File: config.mk
export PLATFORM = sky130hd
export DESIGN_NAME = joystick_axis_autocal_scaler_unit_flat
export DESIGN_NICKNAME = d
export VERILOG_FILES = /design/src/design/jas_pkg.sv /design/src/design/jas_in_if.sv /design/src/design/jas_out_if.sv /design/src/design/joystick_axis_autocal_scaler_unit.sv /design/src/design/jas_cfg_regs.sv /design/src/design/jas_ctrl.sv /design/src/design/jas_datapath.sv /design/src/flat_wrapper.sv
export SDC_FILE = /design/constraint.sdc
export NUM_CORES = 2
export LEC_CHECK = 0
export BUFFER_PORTS_ARGS = -buffer_cell sky130_fd_sc_hd__buf_2
export CORE_ASPECT_RATIO = 0.5
export CORE_UTILIZATION = 40
export DETAILED_ROUTE_END_ITERATION = 8
export PLACE_DENSITY = 0.66
export SYNTH_ARGS = -nofsm -noshare
export SYNTH_HDL_FRONTEND = slang
export SYNTH_SLANG_ARGS = --single-unit
export TNS_END_PERCENT = 1
File: constraint.sdc
create_clock -name i_clk -period 5.59 [get_ports i_clk]
set_input_delay 1.118 -clock i_clk [delete_from_list [all_inputs] [get_ports i_clk]]
set_output_delay 1.118 -clock i_clk [all_outputs]
set_load 0.02 [all_outputs]
File: src/design/jas_pkg.sv
// Package: shared constants, types and register codes for the joystick axis scaler.
`timescale 1ns / 1ps
package jas_pkg;

    localparam int ADC_BITS = 12;
    localparam int SAMPLES  = 5;
    localparam int N_FIELDS = 5;
    localparam int FIELD_W  = 12;

    localparam int N_USED = (SAMPLES < N_FIELDS) ? SAMPLES : N_FIELDS;
    localparam int SMP_W  = (ADC_BITS < FIELD_W) ? ADC_BITS : FIELD_W;
    localparam int SUM_W  = SMP_W + $clog2(N_USED + 1);

    localparam int SCMAX_W = 10;
    localparam int SCMIN_W = 11;
    localparam int DEAD_W  = 14;
    localparam int TRAV_W  = 15;
    localparam int POS_W   = 15;

    localparam int DEN_W   = (SUM_W > TRAV_W) ? SUM_W : TRAV_W;
    localparam int SEEN_W  = DEN_W + 2;
    localparam int SMAG_W  = SCMIN_W;
    localparam int HUND_W  = 7;
    localparam int PROD_W  = DEN_W + SMAG_W;
    localparam int DVD_W   = PROD_W + HUND_W;
    localparam int QUO_W   = $clog2((1 << (SMAG_W - 1)) * 100 + 1);
    localparam int V_W     = QUO_W + 1;
    localparam int DZ_W    = V_W + 1;
    localparam int CNT_W   = $clog2(QUO_W);

    localparam logic [HUND_W-1:0] HUNDRED   = HUND_W'(100);
    localparam int                POS_LIMIT = 10000;

    localparam int N_REGS = 6;
    localparam int DATA_W = 32;
    localparam int IDX_W  = $clog2(N_REGS);
    localparam int ADDR_W = IDX_W + 2;

    localparam logic [IDX_W-1:0] REG_SCALE_MAX    = IDX_W'(0);
    localparam logic [IDX_W-1:0] REG_SCALE_MIN    = IDX_W'(1);
    localparam logic [IDX_W-1:0] REG_DEAD_UPPER   = IDX_W'(2);
    localparam logic [IDX_W-1:0] REG_DEAD_LOWER_H = IDX_W'(3);
    localparam logic [IDX_W-1:0] REG_DEAD_LOWER_V = IDX_W'(4);
    localparam logic [IDX_W-1:0] REG_INIT_TRAVEL  = IDX_W'(5);

    localparam logic OP_CAL  = 1'b0;
    localparam logic OP_MEAS = 1'b1;

    localparam logic STS_OK    = 1'b0;
    localparam logic STS_UNCAL = 1'b1;

    typedef enum logic [3:0] {
        ST_IDLE,
        ST_SUM,
        ST_PREP,
        ST_MUL1,
        ST_MUL2,
        ST_DIV,
        ST_SIGN,
        ST_POST,
        ST_OUT
    } t_state;

    typedef struct packed {
        logic [SCMAX_W-1:0] scale_max;
        logic [SCMIN_W-1:0] scale_min;
        logic [DEAD_W-1:0]  dead_upper;
        logic [DEAD_W-1:0]  dead_lower_h;
        logic [DEAD_W-1:0]  dead_lower_v;
        logic [TRAV_W-1:0]  initial_travel;
    } t_cfg;

    typedef struct packed {
        logic capture;
        logic sum;
        logic prep;
        logic mul1;
        logic mul2;
        logic div_step;
        logic sign;
        logic post;
        logic out_load;
    } t_dp_cmd;

    typedef struct packed {
        logic skip;
    } t_dp_sts;

endpackage

File: src/design/jas_in_if.sv
// Interface: input item channel carrying opcode, axis and five ADC readings.
`timescale 1ns / 1ps
interface jas_in_if;
    logic        valid;
    logic        ready;
    logic        opcode;
    logic        axis;
    logic [11:0] sample_a;
    logic [11:0] sample_b;
    logic [11:0] sample_c;
    logic [11:0] sample_d;
    logic [11:0] sample_e;

    modport source (
        output valid, opcode, axis, sample_a, sample_b, sample_c, sample_d, sample_e,
        input  ready
    );
    modport sink (
        input  valid, opcode, axis, sample_a, sample_b, sample_c, sample_d, sample_e,
        output ready
    );
endinterface

File: src/design/jas_out_if.sv
// Interface: result item channel carrying position, axis echo and status.
`timescale 1ns / 1ps
interface jas_out_if;
    logic               valid;
    logic               ready;
    logic signed [14:0] position;
    logic               axis_echo;
    logic               status;

    modport source (
        output valid, position, axis_echo, status,
        input  ready
    );
    modport sink (
        input  valid, position, axis_echo, status,
        output ready
    );
endinterface

File: src/design/joystick_axis_autocal_scaler_unit.sv
// Top level: joystick axis auto-calibration and scaling unit.
//
//  channel  | dir | handshake        | payload
//  ---------+-----+------------------+------------------------------------------
//  i_in     | in  | valid/ready      | opcode, axis, sample_a..sample_e
//  o_out    | out | valid/ready      | position, axis_echo, status
//  apb      | in  | psel/penable     | paddr, pwdata, prdata (pready always 1)
//
// Calibrate or early measure: after accept the item passes ST_SUM and ST_PREP, then ST_OUT loads the result register.
// Measure: ST_MUL1, ST_MUL2, the 17-step restoring divider (one quotient bit a cycle), ST_SIGN, ST_POST, ST_OUT.
// Next item is accepted once the current one reaches the output register.
// A stalled output holds the result; the unit then waits with one item finished.
// Synchronous active-low reset; calibration state of both axes cleared.
`timescale 1ns / 1ps
module joystick_axis_autocal_scaler_unit (
    input  logic                        i_clk,
    input  logic                        i_rst_n,
    jas_in_if.sink                      i_in,
    jas_out_if.source                   o_out,
    input  logic                        psel,
    input  logic                        penable,
    input  logic                        pwrite,
    input  logic [jas_pkg::ADDR_W-1:0]  paddr,
    input  logic [jas_pkg::DATA_W-1:0]  pwdata,
    output logic [jas_pkg::DATA_W-1:0]  prdata,
    output logic                        pready
);
    import jas_pkg::*;

    t_cfg    cfg;
    t_dp_cmd cmd;
    t_dp_sts sts;

    jas_cfg_regs u_cfg (
        .i_clk   (i_clk),
        .i_rst_n (i_rst_n),
        .psel    (psel),
        .penable (penable),
        .pwrite  (pwrite),
        .paddr   (paddr),
        .pwdata  (pwdata),
        .prdata  (prdata),
        .pready  (pready),
        .o_cfg   (cfg)
    );

    jas_ctrl u_ctrl (
        .i_clk       (i_clk),
        .i_rst_n     (i_rst_n),
        .i_in_valid  (i_in.valid),
        .o_in_ready  (i_in.ready),
        .o_out_valid (o_out.valid),
        .i_out_ready (o_out.ready),
        .i_sts       (sts),
        .o_cmd       (cmd)
    );

    jas_datapath u_dp (
        .i_clk       (i_clk),
        .i_rst_n     (i_rst_n),
        .i_cfg       (cfg),
        .i_cmd       (cmd),
        .o_sts       (sts),
        .i_opcode    (i_in.opcode),
        .i_axis      (i_in.axis),
        .i_sample_a  (i_in.sample_a),
        .i_sample_b  (i_in.sample_b),
        .i_sample_c  (i_in.sample_c),
        .i_sample_d  (i_in.sample_d),
        .i_sample_e  (i_in.sample_e),
        .o_position  (o_out.position),
        .o_axis_echo (o_out.axis_echo),
        .o_status    (o_out.status)
    );

`ifndef NO_ASSERTIONS
    a_one_item_in_flight: assert property (@(posedge i_clk) disable iff (!i_rst_n)
        (i_in.valid && i_in.ready) |=> !i_in.ready)
        else $error("item accepted while another is in work");

    a_uncal_gives_zero: assert property (@(posedge i_clk) disable iff (!i_rst_n)
        (o_out.valid && o_out.status) |-> (o_out.position == '0))
        else $error("uncalibrated result carries nonzero position");

    a_pos_in_range: assert property (@(posedge i_clk) disable iff (!i_rst_n)
        o_out.valid |-> ($signed(o_out.position) <= 15'sd10000 &&
                         $signed(o_out.position) >= -15'sd10000))
        else $error("position outside clamp range");

    a_load_after_free: assert property (@(posedge i_clk) disable iff (!i_rst_n)
        (cmd.out_load && o_out.valid) |-> o_out.ready)
        else $error("result register overwritten while stalled");
`endif

endmodule

File: src/design/jas_cfg_regs.sv
// APB configuration register file for scale, dead zone and travel settings.
`timescale 1ns / 1ps
module jas_cfg_regs (
    input  logic                        i_clk,
    input  logic                        i_rst_n,
    input  logic                        psel,
    input  logic                        penable,
    input  logic                        pwrite,
    input  logic [jas_pkg::ADDR_W-1:0]  paddr,
    input  logic [jas_pkg::DATA_W-1:0]  pwdata,
    output logic [jas_pkg::DATA_W-1:0]  prdata,
    output logic                        pready,
    output jas_pkg::t_cfg               o_cfg
);
    import jas_pkg::*;

    t_cfg             r_cfg;
    logic             wr_en;
    logic [IDX_W-1:0] idx;

    assign pready = 1'b1;
    assign wr_en  = psel & penable & pwrite & pready;
    assign idx    = paddr[ADDR_W-1:2];
    assign o_cfg  = r_cfg;

    always_ff @(posedge i_clk) begin
        if (!i_rst_n) begin
            r_cfg.scale_max      <= SCMAX_W'(101);
            r_cfg.scale_min      <= SCMIN_W'(-101);
            r_cfg.dead_upper     <= DEAD_W'(20);
            r_cfg.dead_lower_h   <= DEAD_W'(25);
            r_cfg.dead_lower_v   <= DEAD_W'(30);
            r_cfg.initial_travel <= TRAV_W'(6143);
        end else if (wr_en) begin
            unique case (idx)
                REG_SCALE_MAX:    r_cfg.scale_max      <= pwdata[SCMAX_W-1:0];
                REG_SCALE_MIN:    r_cfg.scale_min      <= pwdata[SCMIN_W-1:0];
                REG_DEAD_UPPER:   r_cfg.dead_upper     <= pwdata[DEAD_W-1:0];
                REG_DEAD_LOWER_H: r_cfg.dead_lower_h   <= pwdata[DEAD_W-1:0];
                REG_DEAD_LOWER_V: r_cfg.dead_lower_v   <= pwdata[DEAD_W-1:0];
                REG_INIT_TRAVEL:  r_cfg.initial_travel <= pwdata[TRAV_W-1:0];
                default: ;
            endcase
        end
    end

    always_comb begin
        unique case (idx)
            REG_SCALE_MAX:    prdata = DATA_W'(r_cfg.scale_max);
            REG_SCALE_MIN:    prdata = DATA_W'($signed(r_cfg.scale_min));
            REG_DEAD_UPPER:   prdata = DATA_W'(r_cfg.dead_upper);
            REG_DEAD_LOWER_H: prdata = DATA_W'(r_cfg.dead_lower_h);
            REG_DEAD_LOWER_V: prdata = DATA_W'(r_cfg.dead_lower_v);
            REG_INIT_TRAVEL:  prdata = DATA_W'(r_cfg.initial_travel);
            default:          prdata = '0;
        endcase
    end

endmodule

File: src/design/jas_ctrl.sv
// Controller state machine: sequences sum, calibration update, multiply, divide, sign, dead zone and output.
`timescale 1ns / 1ps
module jas_ctrl (
    input  logic              i_clk,
    input  logic              i_rst_n,
    input  logic              i_in_valid,
    output logic              o_in_ready,
    output logic              o_out_valid,
    input  logic              i_out_ready,
    input  jas_pkg::t_dp_sts  i_sts,
    output jas_pkg::t_dp_cmd  o_cmd
);
    import jas_pkg::*;

    t_state           r_state;
    t_state           n_state;
    logic [CNT_W-1:0] r_cnt;
    logic [CNT_W-1:0] n_cnt;
    logic             r_out_valid;
    logic             n_out_valid;

    assign o_out_valid = r_out_valid;

    always_ff @(posedge i_clk) begin
        if (!i_rst_n) begin
            r_state     <= ST_IDLE;
            r_cnt       <= '0;
            r_out_valid <= 1'b0;
        end else begin
            r_state     <= n_state;
            r_cnt       <= n_cnt;
            r_out_valid <= n_out_valid;
        end
    end

    always_comb begin
        n_state    = r_state;
        n_cnt      = r_cnt;
        o_cmd      = '0;
        o_in_ready = 1'b0;
        unique case (r_state)
            ST_IDLE: begin
                o_in_ready = 1'b1;
                if (i_in_valid) begin
                    o_cmd.capture = 1'b1;
                    n_state       = ST_SUM;
                end
            end
            ST_SUM: begin
                o_cmd.sum = 1'b1;
                n_state   = ST_PREP;
            end
            ST_PREP: begin
                o_cmd.prep = 1'b1;
                n_state    = i_sts.skip ? ST_OUT : ST_MUL1;
            end
            ST_MUL1: begin
                o_cmd.mul1 = 1'b1;
                n_state    = ST_MUL2;
            end
            ST_MUL2: begin
                o_cmd.mul2 = 1'b1;
                n_cnt      = '0;
                n_state    = ST_DIV;
            end
            ST_DIV: begin
                o_cmd.div_step = 1'b1;
                if (r_cnt == CNT_W'(QUO_W - 1)) begin
                    n_state = ST_SIGN;
                end else begin
                    n_cnt = r_cnt + 1'b1;
                end
            end
            ST_SIGN: begin
                o_cmd.sign = 1'b1;
                n_state    = ST_POST;
            end
            ST_POST: begin
                o_cmd.post = 1'b1;
                n_state    = ST_OUT;
            end
            ST_OUT: begin
                if (!r_out_valid || i_out_ready) begin
                    o_cmd.out_load = 1'b1;
                    n_state        = ST_IDLE;
                end
            end
            default: n_state = ST_IDLE;
        endcase
    end

    always_comb begin
        if (o_cmd.out_load) begin
            n_out_valid = 1'b1;
        end else if (i_out_ready) begin
            n_out_valid = 1'b0;
        end else begin
            n_out_valid = r_out_valid;
        end
    end

endmodule

File: src/design/jas_datapath.sv
// Datapath: sample sum, per-axis calibration state, scaling multiply, serial divider, dead zone and clamp.
`timescale 1ns / 1ps
module jas_datapath (
    input  logic                              i_clk,
    input  logic                              i_rst_n,
    input  jas_pkg::t_cfg                     i_cfg,
    input  jas_pkg::t_dp_cmd                  i_cmd,
    output jas_pkg::t_dp_sts                  o_sts,
    input  logic                              i_opcode,
    input  logic                              i_axis,
    input  logic [jas_pkg::FIELD_W-1:0]       i_sample_a,
    input  logic [jas_pkg::FIELD_W-1:0]       i_sample_b,
    input  logic [jas_pkg::FIELD_W-1:0]       i_sample_c,
    input  logic [jas_pkg::FIELD_W-1:0]       i_sample_d,
    input  logic [jas_pkg::FIELD_W-1:0]       i_sample_e,
    output logic signed [jas_pkg::POS_W-1:0]  o_position,
    output logic                              o_axis_echo,
    output logic                              o_status
);
    import jas_pkg::*;

    localparam logic signed [DZ_W-1:0] POS_MAX = DZ_W'(POS_LIMIT);
    localparam logic signed [DZ_W-1:0] POS_MIN = -DZ_W'(POS_LIMIT);

    logic                     r_op;
    logic                     r_axis;
    logic [FIELD_W-1:0]       r_smp [N_FIELDS];
    logic [SUM_W-1:0]         r_sum;
    logic [SUM_W-1:0]         r_center [2];
    logic signed [SEEN_W-1:0] r_min [2];
    logic signed [SEEN_W-1:0] r_max [2];
    logic                     r_cal [2];
    logic [DEN_W-1:0]         r_num;
    logic [DEN_W-1:0]         r_den;
    logic [SMAG_W-1:0]        r_smag;
    logic                     r_neg;
    logic [PROD_W-1:0]        r_prod;
    logic [DEN_W-1:0]         r_rem;
    logic [QUO_W-1:0]         r_quo;
    logic signed [V_W-1:0]    r_v;
    logic signed [POS_W-1:0]  r_res;
    logic                     r_status;
    logic signed [POS_W-1:0]  r_o_pos;
    logic                     r_o_axis;
    logic                     r_o_status;

    logic [SUM_W-1:0]         sum_acc;
    logic signed [SEEN_W-1:0] sum_s;
    logic signed [SEEN_W-1:0] trav_s;
    logic signed [SEEN_W-1:0] c_s;
    logic signed [SEEN_W-1:0] min_w;
    logic signed [SEEN_W-1:0] max_w;
    logic signed [SEEN_W-1:0] den_p;
    logic signed [SEEN_W-1:0] den_n;
    logic signed [SEEN_W-1:0] num_d;
    logic                     pos_side;
    logic [SMAG_W-1:0]        smin_mag;
    logic [DVD_W-1:0]         dvd;
    logic [DEN_W:0]           shifted;
    logic                     ge;
    logic [V_W-1:0]           q_ext;
    logic signed [DZ_W-1:0]   v_e;
    logic signed [DZ_W-1:0]   du;
    logic signed [DZ_W-1:0]   dl;
    logic signed [DZ_W-1:0]   v_hi;
    logic signed [DZ_W-1:0]   v_lo;
    logic signed [DZ_W-1:0]   t_dz;
    logic signed [DZ_W-1:0]   t_cl;

    always_comb begin
        sum_acc = '0;
        for (int i = 0; i < N_USED; i++) begin
            sum_acc = sum_acc + SUM_W'(r_smp[i][SMP_W-1:0]);
        end
    end

    assign sum_s    = $signed(SEEN_W'(r_sum));
    assign trav_s   = $signed(SEEN_W'(i_cfg.initial_travel));
    assign c_s      = $signed(SEEN_W'(r_center[r_axis]));
    assign min_w    = (sum_s < r_min[r_axis]) ? sum_s : r_min[r_axis];
    assign max_w    = (sum_s > r_max[r_axis]) ? sum_s : r_max[r_axis];
    assign pos_side = (sum_s >= c_s);
    assign den_p    = max_w - c_s;
    assign den_n    = c_s - min_w;
    assign num_d    = pos_side ? (sum_s - c_s) : (c_s - sum_s);
    assign smin_mag = i_cfg.scale_min[SCMIN_W-1] ? (~i_cfg.scale_min + 1'b1)
                                                  : i_cfg.scale_min;

    assign o_sts.skip = (r_op == OP_CAL) || !r_cal[r_axis];

    assign dvd     = DVD_W'(r_prod) * DVD_W'(HUNDRED);
    assign shifted = {r_rem, r_quo[QUO_W-1]};
    assign ge      = (shifted >= {1'b0, r_den});
    assign q_ext   = (r_den == '0) ? '0 : V_W'(r_quo);

    assign v_e  = DZ_W'(r_v);
    assign du   = $signed(DZ_W'(i_cfg.dead_upper));
    assign dl   = $signed(DZ_W'(r_axis ? i_cfg.dead_lower_v : i_cfg.dead_lower_h));
    assign v_hi = v_e - du;
    assign v_lo = v_e + dl;

    always_comb begin
        if (v_lo >= 0 && v_hi <= 0) begin
            t_dz = '0;
        end else if (v_e >= 0) begin
            t_dz = v_hi;
        end else begin
            t_dz = v_lo;
        end
        if (t_dz > POS_MAX) begin
            t_cl = POS_MAX;
        end else if (t_dz < POS_MIN) begin
            t_cl = POS_MIN;
        end else begin
            t_cl = t_dz;
        end
    end

    always_ff @(posedge i_clk) begin
        if (!i_rst_n) begin
            r_cal[0] <= 1'b0;
            r_cal[1] <= 1'b0;
        end else if (i_cmd.prep && r_op == OP_CAL) begin
            r_cal[r_axis] <= 1'b1;
        end
    end

    always_ff @(posedge i_clk) begin
        if (i_cmd.capture) begin
            r_op     <= i_opcode;
            r_axis   <= i_axis;
            r_smp[0] <= i_sample_a;
            r_smp[1] <= i_sample_b;
            r_smp[2] <= i_sample_c;
            r_smp[3] <= i_sample_d;
            r_smp[4] <= i_sample_e;
        end
        if (i_cmd.sum) begin
            r_sum <= sum_acc;
        end
        if (i_cmd.prep) begin
            r_res <= '0;
            if (r_op == OP_CAL) begin
                r_center[r_axis] <= r_sum;
                r_min[r_axis]    <= sum_s - trav_s;
                r_max[r_axis]    <= sum_s + trav_s;
                r_status         <= STS_OK;
            end else if (!r_cal[r_axis]) begin
                r_status <= STS_UNCAL;
            end else begin
                r_min[r_axis] <= min_w;
                r_max[r_axis] <= max_w;
                r_num         <= num_d[DEN_W-1:0];
                r_den         <= pos_side ? den_p[DEN_W-1:0] : den_n[DEN_W-1:0];
                r_smag        <= pos_side ? SMAG_W'(i_cfg.scale_max) : smin_mag;
                r_neg         <= !pos_side && i_cfg.scale_min[SCMIN_W-1];
                r_status      <= STS_OK;
            end
        end
        if (i_cmd.mul1) begin
            r_prod <= PROD_W'(r_num) * PROD_W'(r_smag);
        end
        if (i_cmd.mul2) begin
            r_rem <= dvd[QUO_W +: DEN_W];
            r_quo <= dvd[QUO_W-1:0];
        end
        if (i_cmd.div_step) begin
            r_rem <= ge ? DEN_W'(shifted - {1'b0, r_den}) : shifted[DEN_W-1:0];
            r_quo <= {r_quo[QUO_W-2:0], ge};
        end
        if (i_cmd.sign) begin
            r_v <= r_neg ? -$signed(q_ext) : $signed(q_ext);
        end
        if (i_cmd.post) begin
            r_res <= t_cl[POS_W-1:0];
        end
        if (i_cmd.out_load) begin
            r_o_pos    <= r_res;
            r_o_axis   <= r_axis;
            r_o_status <= r_status;
        end
    end

    assign o_position  = r_o_pos;
    assign o_axis_echo = r_o_axis;
    assign o_status    = r_o_status;

endmodule
File: src/flat_wrapper.sv
// flat-port wrapper written by rule: the top's interface ports become plain ports
module joystick_axis_autocal_scaler_unit_flat import jas_pkg::*;
  (i_clk, i_rst_n, psel, penable, pwrite, paddr, pwdata, prdata, pready, i_in_valid, i_in_opcode, i_in_axis, i_in_sample_a, i_in_sample_b, i_in_sample_c, i_in_sample_d, i_in_sample_e, i_in_ready, o_out_valid, o_out_position, o_out_axis_echo, o_out_status, o_out_ready);
  jas_in_if i_in_i ();
  jas_out_if o_out_i ();
  input  logic i_clk;
  input  logic i_rst_n;
  input  logic psel;
  input  logic penable;
  input  logic pwrite;
  input  logic [jas_pkg::ADDR_W-1:0] paddr;
  input  logic [jas_pkg::DATA_W-1:0] pwdata;
  output logic [jas_pkg::DATA_W-1:0] prdata;
  output logic pready;
  input wire logic [$bits(i_in_i.valid)-1:0] i_in_valid;
  input wire logic [$bits(i_in_i.opcode)-1:0] i_in_opcode;
  input wire logic [$bits(i_in_i.axis)-1:0] i_in_axis;
  input wire logic [$bits(i_in_i.sample_a)-1:0] i_in_sample_a;
  input wire logic [$bits(i_in_i.sample_b)-1:0] i_in_sample_b;
  input wire logic [$bits(i_in_i.sample_c)-1:0] i_in_sample_c;
  input wire logic [$bits(i_in_i.sample_d)-1:0] i_in_sample_d;
  input wire logic [$bits(i_in_i.sample_e)-1:0] i_in_sample_e;
  output wire logic [$bits(i_in_i.ready)-1:0] i_in_ready;
  output wire logic [$bits(o_out_i.valid)-1:0] o_out_valid;
  output wire logic [$bits(o_out_i.position)-1:0] o_out_position;
  output wire logic [$bits(o_out_i.axis_echo)-1:0] o_out_axis_echo;
  output wire logic [$bits(o_out_i.status)-1:0] o_out_status;
  input wire logic [$bits(o_out_i.ready)-1:0] o_out_ready;
  assign i_in_i.valid = i_in_valid;
  assign i_in_i.opcode = i_in_opcode;
  assign i_in_i.axis = i_in_axis;
  assign i_in_i.sample_a = i_in_sample_a;
  assign i_in_i.sample_b = i_in_sample_b;
  assign i_in_i.sample_c = i_in_sample_c;
  assign i_in_i.sample_d = i_in_sample_d;
  assign i_in_i.sample_e = i_in_sample_e;
  assign i_in_ready = i_in_i.ready;
  assign o_out_valid = o_out_i.valid;
  assign o_out_position = o_out_i.position;
  assign o_out_axis_echo = o_out_i.axis_echo;
  assign o_out_status = o_out_i.status;
  assign o_out_i.ready = o_out_ready;
  joystick_axis_autocal_scaler_unit u_core (.i_clk(i_clk), .i_rst_n(i_rst_n), .i_in(i_in_i), .o_out(o_out_i), .psel(psel), .penable(penable), .pwrite(pwrite), .paddr(paddr), .pwdata(pwdata), .prdata(prdata), .pready(pready));
endmodule
==> metrics.cfg <==
[outcome]
status = finished clean

[logic_synthesis]
synthCells = 3454
synth_flop_cell = edfxtp_1
synth_area_um2 = 33600
synth.largest_area_cell = edfxtp_1
synth_edf_count = 326
synth_common_cells = nand2_1, inv_1, edfxtp_1, ha_1, nor2_1
synth_top_cell_area_share_pct = 29.2
avgSynthCellArea_um2 = 9.72
async_reset_ff_share_pct = 0
yosysMostFrequentCell = nand2_1
synth_cell_types = 101
yosysSeqAreaShare_pct = 34.6
yosys-top-cells-area = edfxtp_1, ha_1, fa_1
ys_ff_latch = 417
yosys_warnings = 0

[route]
vias = 25600
routedWlPerCell_um = 17.9
drc_errors = 0
via_per_inst = 5.41
wl_um = 84700
dr.first_iter.drc_count = 1752
ant_nets = 0
drtPass1Iterations = 6

[global_routing]
grt_max_degree = 64
grt_usage_pct = 19.4
grt_remaining_overflow = 0
antenna_found_initial = 1
grt_pass1_vias = 24300
grt_pass1_wl_um = 131000

[place]
place_area_um2 = 35700
numPortBuffers = 137
dp.cells = 4632
place_ws_ns = -0.0216
dp_hpwl_um = 66000
place.gp.congestion = 0.937

[timing]
skew_ns = 0.0165
hold_viol = 0
rsz0062_at_grt = true
setup_violations = 0
fmax_ghz = 0.185
fin_crit_sh_pct = 96.7
finalCriticalPeriod_ns = 5.41
maxSlewViolCount = 0
worst_slew_pin_slew_ns = 1.36
tns_ns = 0
layout_setup_ws_ns = 0.183
max_slew_margin_pct = 9.21

[floorplan]
start_util_pct = 40.8
dieArea_um2 = 85200
io_pins = 158
num_rows = 74
die_h_um = 207
fp.dieW_um = 412
core_area_um2 = 82300

[cells_and_area]
drive_gt1_share_pct = 12.4
stdcell_area_um2 = 37500
area_delta_synth_final_pct = 11.5
diodes = 0
stdcell_count = 4727
fin_nets = 4202

[setup_path]
cp_max_fo = 9
max_stage_delay_ns = 0.58
startpoint_type = flop
reg2reg_slack_ns = 0.18
r2r_cells = 20
critPathCapture = u_core.u_dp.r_prod[25]
worst-setup-path-type = flop to flop
cpMostUsedCell = fa_1
crit_arrival_ns = 5.72
cp_data_required_time_ns = 5.91
crit_cells = 20
endpoint_kind = flop
path_buf_inv = 4
r2r_end = u_core.u_dp.r_prod[25]
critPathLaunch = u_core.u_dp.r_smag[2]
cpMaxStageDelayCell = edfxtp_1
cp_top_family = adder cells
regToRegStartpoint = u_core.u_dp.r_smag[2]
path_cells = buf_4 > nand2_1 > fa_1 > inv_1 > fa_1 > fa_1 > inv_1 > fa_1 > fa_1 > inv_1 > ha_1 > a21o_1 > a21o_1 > a21oi_2 > nor2b_1 > a31oi_2 > a31oi_2 > a21o_1 > a21oi_2 > xnor2_1

[clock_tree]
clock_path_buffers = 3
clkLatencyLatePin_ns = 0.59
cts.sinks = 417
cts.htree.levels = 2
cts_tree = yes
cts_buffers = 42
clock-root-buffer = clkbuf_16
path_clk_slew_ns = 0.06

[pwr]
power_leakage_nw = 16.0
total_power_mw = 10.1
powerDensity_nw_per_um2 = 270
ir_drop_uv = 258

[run]
maxCapViolations = 0

[hold_path]
hold_class = flop to flop

==> layout make-up <==
class                   instances  area, um^2
clock buffers                  52        1210
repair buffers                233        1460
fillers                      7640       44900
well taps                    1102        1380
flip-flops and latches        417       11600
inverters                     394        1480
clock inverters                25         243
multi-input cells            2504       20100
==> sequential cells by signal, summed over array words and instances (netlist names), 2 cells and up, named ones only <==
| name | flops |
|---|---|
| u_core.u_dp.r_cal | 2 |
| u_core.u_dp.r_smag | 11 |
| u_core.u_dp.r_v | 18 |
| u_core.u_dp.r_prod | 26 |
| u_core.u_dp.r_smp | 60 |
| u_core.u_dp.r_den | 15 |
| u_core.u_dp.r_res | 15 |
| u_core.u_cfg.o_cfg | 78 |
| u_core.u_dp.o_position | 15 |
| u_core.u_dp.r_max | 34 |
| u_core.u_dp.r_quo | 17 |
| u_core.u_ctrl.r_cnt | 5 |
| u_core.u_dp.r_rem | 15 |
| u_core.u_dp.r_min | 34 |
| u_core.u_dp.r_center | 30 |
| u_core.u_dp.r_sum | 15 |
| u_core.u_dp.r_num | 15 |
| u_core.u_ctrl.r_state | 4 |
==> cell families (layout without fill, tap and decap cells) <==
group	after synthesis	count (layout)	share of synthesized area, %
buffers and inverters	534	704	6.34
and+or+nand+nor	997	997	14.0
muxes	130	130	4.06
xor gates and xnor gates	146	146	3.81
other	2	3	0.0224
DFF	417	417	34.6
adders and majority gates	504	504	22.8
AOI/OAI and AO/OA	724	724	14.3
==> where the power goes <==
group / total, mW / switching, mW / internal, mW
clock: 3.01 / 1.28 / 1.73
combinational: 3.31 / 1.94 / 1.37
sequential: 3.78 / 0.120 / 3.66
==> stage by stage <==
stage | hold slack (ns) | util, %
2_1_floorplan | 0.400 | -
4_1_cts | 0.419 | 45.1
6_report | 0.420 | 45.5
3_3_place_gp | 0.404 | 43.3
5_1_grt | 0.430 | 45.5
3_5_place_dp | 0.405 | 43.3
==> cells in the final DEF (no fill, tap or decap), types with 30 or more instances in the layout <==
cell       synthesis  layout
o211ai_1          31      31
nand3_1           58      58
and2_1            79      78
buf_2              6     137
buf_4             20      86
edfxtp_1         326     326
clkbuf_16          0      44
inv_1            393     394
xnor2_1           92      91
mux2_2            50      50
or3_1             30      30
nand2_1          405     405
nor2b_1           38      38
fa_1             181     180
dfxtp_1           91      90
ha_1             323     319
a21boi_0          57      55
nor2_1           187     185
xor2_1            54      54
nor3_1            72      66
a21o_1            39      39
mux2i_1           80      77
a21oi_1          181     175
o21ai_0          133     123
o21a_1            32      32
==> what timing repair did <==
action,CTS,global route
hold buffers,0,0
gates resized for setup,0,49
pin swaps,0,9
endpoints found under the setup margin,1,10
buffers inserted,4,14
==> how the worst min path moves through the flow <==
stage	from	endpoint	slack (ns)	cells after the start
2_1_floorplan	u_core.u_dp.r_res[0]	u_core.u_dp.o_position[0]	0.40	0
3_3_place_gp	u_core.u_dp.r_res[2]	u_core.u_dp.o_position[2]	0.40	0
3_5_place_dp	u_core.u_dp.r_res[7]	u_core.u_dp.o_position[7]	0.41	0
4_1_cts	u_core.u_dp.r_res[7]	u_core.u_dp.o_position[7]	0.42	0
5_1_grt	u_core.u_dp.r_res[5]	u_core.u_dp.o_position[5]	0.43	0
6_report	u_core.u_dp.r_res[14]	u_core.u_dp.o_position[14]	0.42	0
==> routing by layer <==
metal	share of wire [%]	up-vias	track usage, %	routed length, um
li1	-	12300	-	-
met1	48	12400	28.2	40600
met2	44	691	30.4	37300
met3	5.6	136	2.39	4720
met4	2.4	0	5.39	2050
met5	0	-	0	0
No activity file was read; power rests on OpenSTA's default activity.
